### src/tng_pkg.sv
`timescale 1ns / 1ps
`default_nettype none
package tng_pkg;

  localparam int OPCODE_W = 1;
  localparam int OFFSET_W = 2;
  localparam int DATA_W   = 8;
  localparam int SAMPLE_W = 14;
  localparam int PERIOD_W = 7;
  localparam int VOLUME_W = 3;
  localparam int MODE_W   = 2;
  localparam int NOISE_W  = 9;
  localparam int VOL_SHIFT = SAMPLE_W - VOLUME_W;

  localparam logic [OPCODE_W-1:0] OP_WRITE = 1'b0;
  localparam logic [OPCODE_W-1:0] OP_TICK  = 1'b1;

  localparam logic [OFFSET_W-1:0] REG_PITCH   = 2'd1;
  localparam logic [OFFSET_W-1:0] REG_VOLMODE = 2'd2;

  localparam logic [MODE_W-1:0] MODE_SILENT = 2'd0;
  localparam logic [MODE_W-1:0] MODE_TONE   = 2'd1;
  localparam logic [MODE_W-1:0] MODE_NOISE  = 2'd2;
  localparam logic [MODE_W-1:0] MODE_BOTH   = 2'd3;

  localparam logic [NOISE_W-1:0] NOISE_RELOAD = 9'h0f0;

  typedef struct packed {
    logic [OPCODE_W-1:0] opcode;
    logic [OFFSET_W-1:0] reg_offset;
    logic [DATA_W-1:0]   write_data;
  } item_t;

endpackage
`default_nettype wire

### src/tng_in_if.sv
`timescale 1ns / 1ps
`default_nettype none
interface tng_in_if import tng_pkg::*; ();
  logic                valid;
  logic                ready;
  logic [OPCODE_W-1:0] opcode;
  logic [OFFSET_W-1:0] reg_offset;
  logic [DATA_W-1:0]   write_data;

  modport source (output valid, output opcode, output reg_offset, output write_data,
                  input ready);
  modport sink (input valid, input opcode, input reg_offset, input write_data,
                output ready);
endinterface
`default_nettype wire

### src/tng_out_if.sv
`timescale 1ns / 1ps
`default_nettype none
interface tng_out_if import tng_pkg::*; ();
  logic                valid;
  logic                ready;
  logic [SAMPLE_W-1:0] sample;

  modport source (output valid, output sample, input ready);
  modport sink (input valid, input sample, output ready);
endinterface
`default_nettype wire

### src/tone_noise_sound_generator.sv
`timescale 1ns / 1ps
`default_nettype none
// channel  | dir | payload                          | beat
// in_ch    | in  | opcode, reg_offset, write_data   | valid & ready
// out_ch   | out | sample                           | valid & ready
//
// One item per cycle sustained unless a tick waits on a stalled output. An item is held in the input register,
// where the generator state updates; a tick then leaves its sample in the
// output register, which drives the output beat.
// Synchronous active-low reset restores the power-up generator state.
// A stalled output holds only a tick in the input register; writes pass on.
module tone_noise_sound_generator import tng_pkg::*; (
  input  wire logic clk,
  input  wire logic rst_n,
  tng_in_if.sink    in_ch,
  tng_out_if.source out_ch
);

  logic                item_valid_r;
  item_t               item_r;
  logic                out_valid_r;
  logic [SAMPLE_W-1:0] sample_r;

  logic [DATA_W-1:0]   pitch_r,  pitch_nxt;
  logic [VOLUME_W-1:0] volume_r, volume_nxt;
  logic [MODE_W-1:0]   mode_r,   mode_nxt;
  logic [PERIOD_W-1:0] count_r,  count_nxt;
  logic                tone_r,   tone_nxt;
  logic                noise_r,  noise_nxt;
  logic [NOISE_W-1:0]  shift_r,  shift_nxt;

  logic                is_tick;
  logic                item_go;
  logic                sel;
  logic [PERIOD_W:0]   count_inc;
  logic [SAMPLE_W-1:0] sample_nxt;

  assign is_tick      = (item_r.opcode == OP_TICK);
  assign item_go      = item_valid_r && (!is_tick || !out_valid_r || out_ch.ready);
  assign in_ch.ready  = !item_valid_r || item_go;
  assign out_ch.valid = out_valid_r;
  assign out_ch.sample = sample_r;
  assign count_inc    = {1'b0, count_r} + {{PERIOD_W{1'b0}}, 1'b1};

  always_comb begin
    case (mode_r)
      MODE_TONE:  sel = tone_r;
      MODE_NOISE: sel = noise_r;
      MODE_BOTH:  sel = tone_r & noise_r;
      default:    sel = 1'b0;
    endcase
  end

  always_comb begin
    pitch_nxt  = pitch_r;
    volume_nxt = volume_r;
    mode_nxt   = mode_r;
    count_nxt  = count_r;
    tone_nxt   = tone_r;
    noise_nxt  = noise_r;
    shift_nxt  = shift_r;
    sample_nxt = '0;
    if (!is_tick) begin
      if (item_r.reg_offset == REG_PITCH) begin
        pitch_nxt = item_r.write_data;
        if (item_r.write_data[PERIOD_W-1:0] == '0) begin
          shift_nxt = NOISE_RELOAD;
        end
      end else if (item_r.reg_offset == REG_VOLMODE) begin
        volume_nxt = item_r.write_data[VOLUME_W-1:0];
        mode_nxt   = item_r.write_data[VOLUME_W +: MODE_W];
        if (mode_nxt != mode_r) begin
          tone_nxt = 1'b0;
        end
      end
    end else if (pitch_r != '0) begin
      if (sel) begin
        sample_nxt = {volume_r, {VOL_SHIFT{1'b0}}};
      end
      if (count_inc >= {1'b0, pitch_r[PERIOD_W-1:0]}) begin
        count_nxt = '0;
        tone_nxt  = !tone_r;
        noise_nxt = shift_r[0];
        shift_nxt = {shift_r[0] ^ shift_r[4], shift_r[NOISE_W-1:1]};
      end else begin
        count_nxt = count_inc[PERIOD_W-1:0];
      end
    end
  end

  always_ff @(posedge clk) begin
    if (!rst_n) begin
      item_valid_r <= 1'b0;
      out_valid_r  <= 1'b0;
      pitch_r      <= '0;
      volume_r     <= '0;
      mode_r       <= MODE_SILENT;
      count_r      <= '0;
      tone_r       <= 1'b1;
      noise_r      <= 1'b0;
      shift_r      <= NOISE_RELOAD;
    end else begin
      if (in_ch.ready) begin
        item_valid_r <= in_ch.valid;
      end
      if (out_valid_r && out_ch.ready) begin
        out_valid_r <= 1'b0;
      end
      if (item_go) begin
        pitch_r  <= pitch_nxt;
        volume_r <= volume_nxt;
        mode_r   <= mode_nxt;
        count_r  <= count_nxt;
        tone_r   <= tone_nxt;
        noise_r  <= noise_nxt;
        shift_r  <= shift_nxt;
        if (is_tick) begin
          out_valid_r <= 1'b1;
        end
      end
    end
  end

  always_ff @(posedge clk) begin
    if (in_ch.ready && in_ch.valid) begin
      item_r.opcode     <= in_ch.opcode;
      item_r.reg_offset <= in_ch.reg_offset;
      item_r.write_data <= in_ch.write_data;
    end
    if (item_go && is_tick) begin
      sample_r <= sample_nxt;
    end
  end

endmodule
`default_nettype wire

### src/flat_wrapper.sv
// flat-port wrapper written by rule: the top's interface ports become plain ports
module tone_noise_sound_generator_flat import tng_pkg::*;
  (clk, rst_n, in_ch_valid, in_ch_opcode, in_ch_reg_offset, in_ch_write_data, in_ch_ready, out_ch_valid, out_ch_sample, out_ch_ready);
  tng_in_if in_ch_i ();
  tng_out_if out_ch_i ();
  input  wire logic clk;
  input  wire logic rst_n;
  input wire logic [$bits(in_ch_i.valid)-1:0] in_ch_valid;
  input wire logic [$bits(in_ch_i.opcode)-1:0] in_ch_opcode;
  input wire logic [$bits(in_ch_i.reg_offset)-1:0] in_ch_reg_offset;
  input wire logic [$bits(in_ch_i.write_data)-1:0] in_ch_write_data;
  output wire logic [$bits(in_ch_i.ready)-1:0] in_ch_ready;
  output wire logic [$bits(out_ch_i.valid)-1:0] out_ch_valid;
  output wire logic [$bits(out_ch_i.sample)-1:0] out_ch_sample;
  input wire logic [$bits(out_ch_i.ready)-1:0] out_ch_ready;
  assign in_ch_i.valid = in_ch_valid;
  assign in_ch_i.opcode = in_ch_opcode;
  assign in_ch_i.reg_offset = in_ch_reg_offset;
  assign in_ch_i.write_data = in_ch_write_data;
  assign in_ch_ready = in_ch_i.ready;
  assign out_ch_valid = out_ch_i.valid;
  assign out_ch_sample = out_ch_i.sample;
  assign out_ch_i.ready = out_ch_ready;
  tone_noise_sound_generator u_core (.clk(clk), .rst_n(rst_n), .in_ch(in_ch_i), .out_ch(out_ch_i));
endmodule
### config.mk
export PLATFORM = sky130hd
export DESIGN_NAME = tone_noise_sound_generator_flat
export DESIGN_NICKNAME = d
export VERILOG_FILES = /design/src/tng_pkg.sv /design/src/tng_in_if.sv /design/src/tng_out_if.sv /design/src/tone_noise_sound_generator.sv /design/src/flat_wrapper.sv
export SDC_FILE = /design/constraint.sdc
export NUM_CORES = 1
export LEC_CHECK = 0
export ABC_CLOCK_PERIOD_IN_PS = 3000
export BUFFER_PORTS_ARGS = -buffer_cell sky130_fd_sc_hd__buf_2
export CORE_MARGIN = 1.5
export CORE_UTILIZATION = 55
export CTS_CLUSTER_SIZE = 28
export DETAILED_ROUTE_END_ITERATION = 8
export PLACE_DENSITY = 0.77
export SETUP_SLACK_MARGIN = 0.4
export SLEW_MARGIN = 25
export SYNTH_ARGS = -nofsm -noshare
export SYNTH_HDL_FRONTEND = slang
export SYNTH_SLANG_ARGS = --single-unit
### constraint.sdc
create_clock -name clk -period 3 [get_ports clk]
set_input_delay 0.3 -clock clk [delete_from_list [all_inputs] [get_ports clk]]
set_output_delay 0.3 -clock clk [all_outputs]
set_load 0.005 [all_outputs]
# After elaboration in Yosys (flattened, before gate mapping)
# Cells that the tools add are included.
[totals]
ff_bits = 58
in_bits = 15
out_inout_bits = 16
[classes]
n_addsub = 1
order_cmp = 1
n_eq_ne = 9
muxes = 16
bitwise = 4
n_reduce_logical = 25
[ops]
columns = ["operator", "n"]
rows = [
  ["$mux W9", 5],
  ["$mux W1", 9],
  ["$reduce_and A3 Y1", 3],
  ["$add A7 B1 Y8 const B", 1],
  ["$ge A8 B7 Y1", 1],
  ["$reduce_and A4 Y1", 2],
  ["$reduce_bool A2 Y1", 4],
  ["$reduce_bool A8 Y1", 1],
  ["$logic_not A7 Y1", 1],
  ["$mux W7", 1],
  ["$eq A2 B2 Y1 const B", 3],
  ["$reduce_and A6 Y1", 1],
  ["$reduce_and A5 Y1", 1],
  ["$eq A2 B1 Y1 const B", 2],
  ["$logic_and A1 B1 Y1", 4],
  ["$logic_not A1 Y1", 4],
  ["$ne A2 B2 Y1 const B", 2],
  ["$logic_or A1 B1 Y1", 3],
  ["$pmux W1 S3", 1],
  ["$ne A2 B1 Y1 const B", 1],
  ["$ne A2 B2 Y1", 1],
  ["$not A1 Y1", 2],
  ["$reduce_and A2 Y1", 1],
  ["$and A1 B1 Y1", 1],
  ["$xor A1 B1 Y1", 1],
]

# Logic depth before layout (Yosys ltp)
[logic_depth]
word_depth = 6
mapped_depth = 11
depth_no_buf = 10

# Worst setup path before layout
# OpenSTA, ideal clock, no wires.
[synth_timing]
path_kind = "reg-to-reg"
start = "reg u_core.count_r[0]"
end = "reg u_core.shift_r[7]"
t_arrival_ns = 2.376
required_ns = 2.878
slack_ns = 0.502
path_stages_with_launch = 12
path_cell_list = "dfxtp_1 ha_1 and3_1 nand3_1 xnor2_1 ha_1 o2111ai_1 a21oi_1 o21bai_2 or2_0 buf_6 o32a_1"
[synth_between]
elab_chain_len = 4
[synth_rtl]
columns = ["element", "line", "source"]
rows = [
  ["from (decl)", "tone_noise_sound_generator.sv:27", "logic [PERIOD_W-1:0] count_r, count_nxt;"],
  ["from (signal assigned)", "tone_noise_sound_generator.sv:113", "count_r <= count_nxt;"],
  ["$add A7 B1 Y8", "tone_noise_sound_generator.sv:43", "assign count_inc = {1'b0, count_r} + {{PERIOD_W{1'b0}}, 1'b1};"],
  ["$ge A8 B7 Y1", "tone_noise_sound_generator.sv:80", "if (count_inc >= {1'b0, pitch_r[PERIOD_W-1:0]}) begin"],
  ["$ne A2 B2 Y1 (no source line)", "--", ""],
  ["$reduce_and A5 Y1 (no source line)", "--", ""],
  ["to (signal assigned)", "tone_noise_sound_generator.sv:116", "shift_r <= shift_nxt;"],
  ["to (decl)", "tone_noise_sound_generator.sv:30", "logic [NOISE_W-1:0] shift_r, shift_nxt;"],
]
# Every way passes these cells.
# A chain may end at the register's enable or synchronous reset.

# Worst setup path in the final report
# Same ends and word-level chain as after synthesis.

==> impl_metrics.csv <==
group,metric,value,unit
hold_path,min_path_type,"in -> reg",
setup_path,required,3.20,ns
synth,netlist_instances,221,
global_routing,grt_pass1_wl,6510,um
setup_path,path_class,"reg -> reg",
setup_path,endpoint_kind,"flip-flop",
synth,synth_ff_type,"dfxtp_1",
setup_path,worst-path-max-fanout,8,
setup_path,reg2reg_slack,0.51,ns
cells_and_area,drive_gt1_share,20.6,%
timing,slew_headroom,49.3,%
synth,async_flop_share,0,%
placement,pre_cts_ws,0.241,ns
synth,yosys-top-cells-area,"dfxtp_1 31%, edfxtp_1 20%, nand2_1 6.1%",
synth,synth_top_cell_by_area,"dfxtp_1",
clock_tree,clk_latency,0.30,ns
setup_path,cp-start-kind,"flip-flop",
floorplanning,dieWidth,65.5,um
timing,clock.fmax,402,MHz
power,cellPowerDensity,474,nW/um2
timing,final_max_slew_viol_count,0,
clock_tree,clk_pin_slew,0.09,ns
synth,yosys_register_bits,47,
routing,routed_wirelength,3890,um
power,power,1.14,mW
run,max_cap_violations,0,
routing,viasPerCell,5.46,
timing,finalSetupViolations,0,
placement,dp_hpwl,2810,um
floorplanning,start_util,57.8,%
timing,post-route-period-util,83.0,%
global_routing,antenna_found_initial,0,
floorplanning,fp-row-count,22,
routing,via_count,1588,
synth,synth_area,2150,um2
global_routing,grt_overflow_total,0,
cells_and_area,syn2layout_area_growth,11.7,%
timing,setup_tns,0,ns
cells_and_area,regArea,1090,um2
timing,worst_slack,0.511,ns
floorplanning,core_area,3720,um2
synth,synthDistinctLibCells,43,
floorplanning,dieArea,4290,um2
cells_and_area,final_cell_mix,"35 x nand2_1, 31 x dfxtp_1, 19 x buf_2, 16 x a21oi_1, 14 x edfxtp_1",
clock_tree,numClockSinks,47,
timing,fin_skew,0.00596,ns
cells_and_area,multiInputGateArea,1000,um2
routing,drc_errors,0,
floorplanning,die_y,65.5,um
timing,rsz0062_at_grt,"true",
synth,yosys_warnings,0,
global_routing,grtUsageTotal,20.4,%
synth,ys_seq_area_share,50.3,%
routing,drtAntennaViolNets,0,
clock_tree,clockBufferDepth,2,
setup_path,cp.arrival,2.69,ns
run_status,status,"complete, no violations",
timing,hold_viol_final,0,
cells_and_area,nets,265,
placement,place_area,2240,um2
routing,dr.pass1.iters,4,
synth,avgSynthCellArea,9.72,um2
cells_and_area,final_common_cell,"nand2_1",
clock_tree,cts_buffers,5,
synth,synth_top_area_share,30.8,%
routing,wire_per_inst,13.4,um
placement,port_buffers,19,
cells_and_area,num-fill-cells,328,
global_routing,grt_pass1_vias,1410,
placement,dp.cells,282,
power,ir_drop,0.000451,V
clock_tree,cts_tree,"done",
power,p_leak,0.896,nW
cells_and_area,final_area,2400,um2
cells_and_area,diodes,0,
clock_tree,cts_root_buf,"clkbuf_8",
timing,min_period,2.49,ns
cells_and_area,final_cells,291,
clock_tree,h-tree-depth,2,
timing,tightest_slew,0.760,ns
synth,synth_edf_count,14,
floorplanning,ios,31,
placement,gp_congestion,0.864,
routing,drt_iter0_drc,58,
global_routing,grt_max_degree,25,
-- cell families after synthesis --
logic type      after synthesis  synth area share [%]
compound gates               42                  12.6
xor+xnor                      8                  3.26
fa+ha+maj                     8                  4.66
buf+inv                      29                  7.34
flops                        47                  50.3
mux                           6                  2.80
other cells                   1                 0.175
simple gates                 80                  18.9
-- repair_timing --
action                     CTS  global route
setup buffers                0             1
gates resized for setup      4            11
hold buffers                 0             0
setup endpoints to repair   11            17
pin swaps                    0             3
-- synth_stat cells, drive strengths merged, types with 2 or more instances --
cell,count
buf,12
nor4,4
o22ai,5
mux2i,6
edfxtp,14
nor3,4
ha,8
inv,12
dfxtp,33
o21ai,7
o32a,2
xnor2,3
and3,3
xor2,5
or2,2
clkbuf,5
or2b,2
and2,5
o311ai,2
nand3,11
nor2,8
nand2,35
o22a,2
nand2b,2
a21oi,19
-- stage by stage --
step / hold slack (ns) / utilization [%]
after floorplan: 0.399 / -
after global placement: 0.457 / 60.2
after detailed placement: 0.458 / 60.2
after CTS: 0.161 / 63.1
after global routing: 0.151 / 64.6
final: 0.165 / 64.6
-- per-layer routing --
layer  wire length, um  GRT usage, %  share of wire [%]
met5                 0             0                  0
met4                83          8.07                2.1
met3               140          5.31                3.6
met2              1920          33.2                 49
met1              1740          25.9                 45
-- flip-flops by register name (all words and copies together), names as in the netlist --
name / count
u_core.item_valid_r: 1
u_core.pitch_r: 8
u_core.out_ch.sample: 3
u_core.tone_r: 1
u_core.item_r: 10
u_core.count_r: 7
u_core.mode_r: 2
u_core.shift_r: 9
u_core.noise_r: 1
u_core.volume_r: 3
u_core.out_ch.valid: 1
u_core.is_tick: 1
-- report_power, final --
| part | switching (mW) | leakage (nW) | internal (mW) |
|---|---|---|---|
| logic | 0.0362 | 0.446 | 0.0206 |
| clock network | 0.230 | 0.0467 | 0.173 |
| registers | 0.0107 | 0.403 | 0.667 |
-- worst max-delay path, stage by stage, from the launching register on --
cell	delay [ns]
dfxtp_4	0.39
ha_4	0.16
and3_4	0.20
nand3_2	0.10
xnor2_2	0.15
ha_1	0.31
o2111ai_1	0.13
a21oi_2	0.22
o21bai_4	0.13
or2_4	0.30
o32a_1	0.28
-- final cells by class --
| type | instances | share of cell area (%) |
|---|---|---|
| clock buffers | 5 | 2.87 |
| clock inverters | 3 | 1.15 |
| inverters | 12 | 1.88 |
| multi-input cells | 155 | 41.8 |
| flip-flops and latches | 47 | 45.3 |
| well taps | 48 | 2.50 |
| repair buffers | 21 | 4.59 |
-- final timing paths --
path / from / to / depth (start not counted)
max: u_core.count_r[0]$_SDFFE_PN0P_ / u_core.shift_r[7]$_SDFFE_PN1P_ / 10
min: in_ch_write_data[1] / u_core.item_r[1]$_DFFE_PP_ / 1
max reg2reg: u_core.count_r[0]$_SDFFE_PN0P_ / u_core.shift_r[7]$_SDFFE_PN1P_ / 10
min reg2reg: u_core.pitch_r[6]$_SDFFE_PN0P_ / u_core.pitch_r[6]$_SDFFE_PN0P_ / 2
No activity file was read; power rests on OpenSTA's default activity.
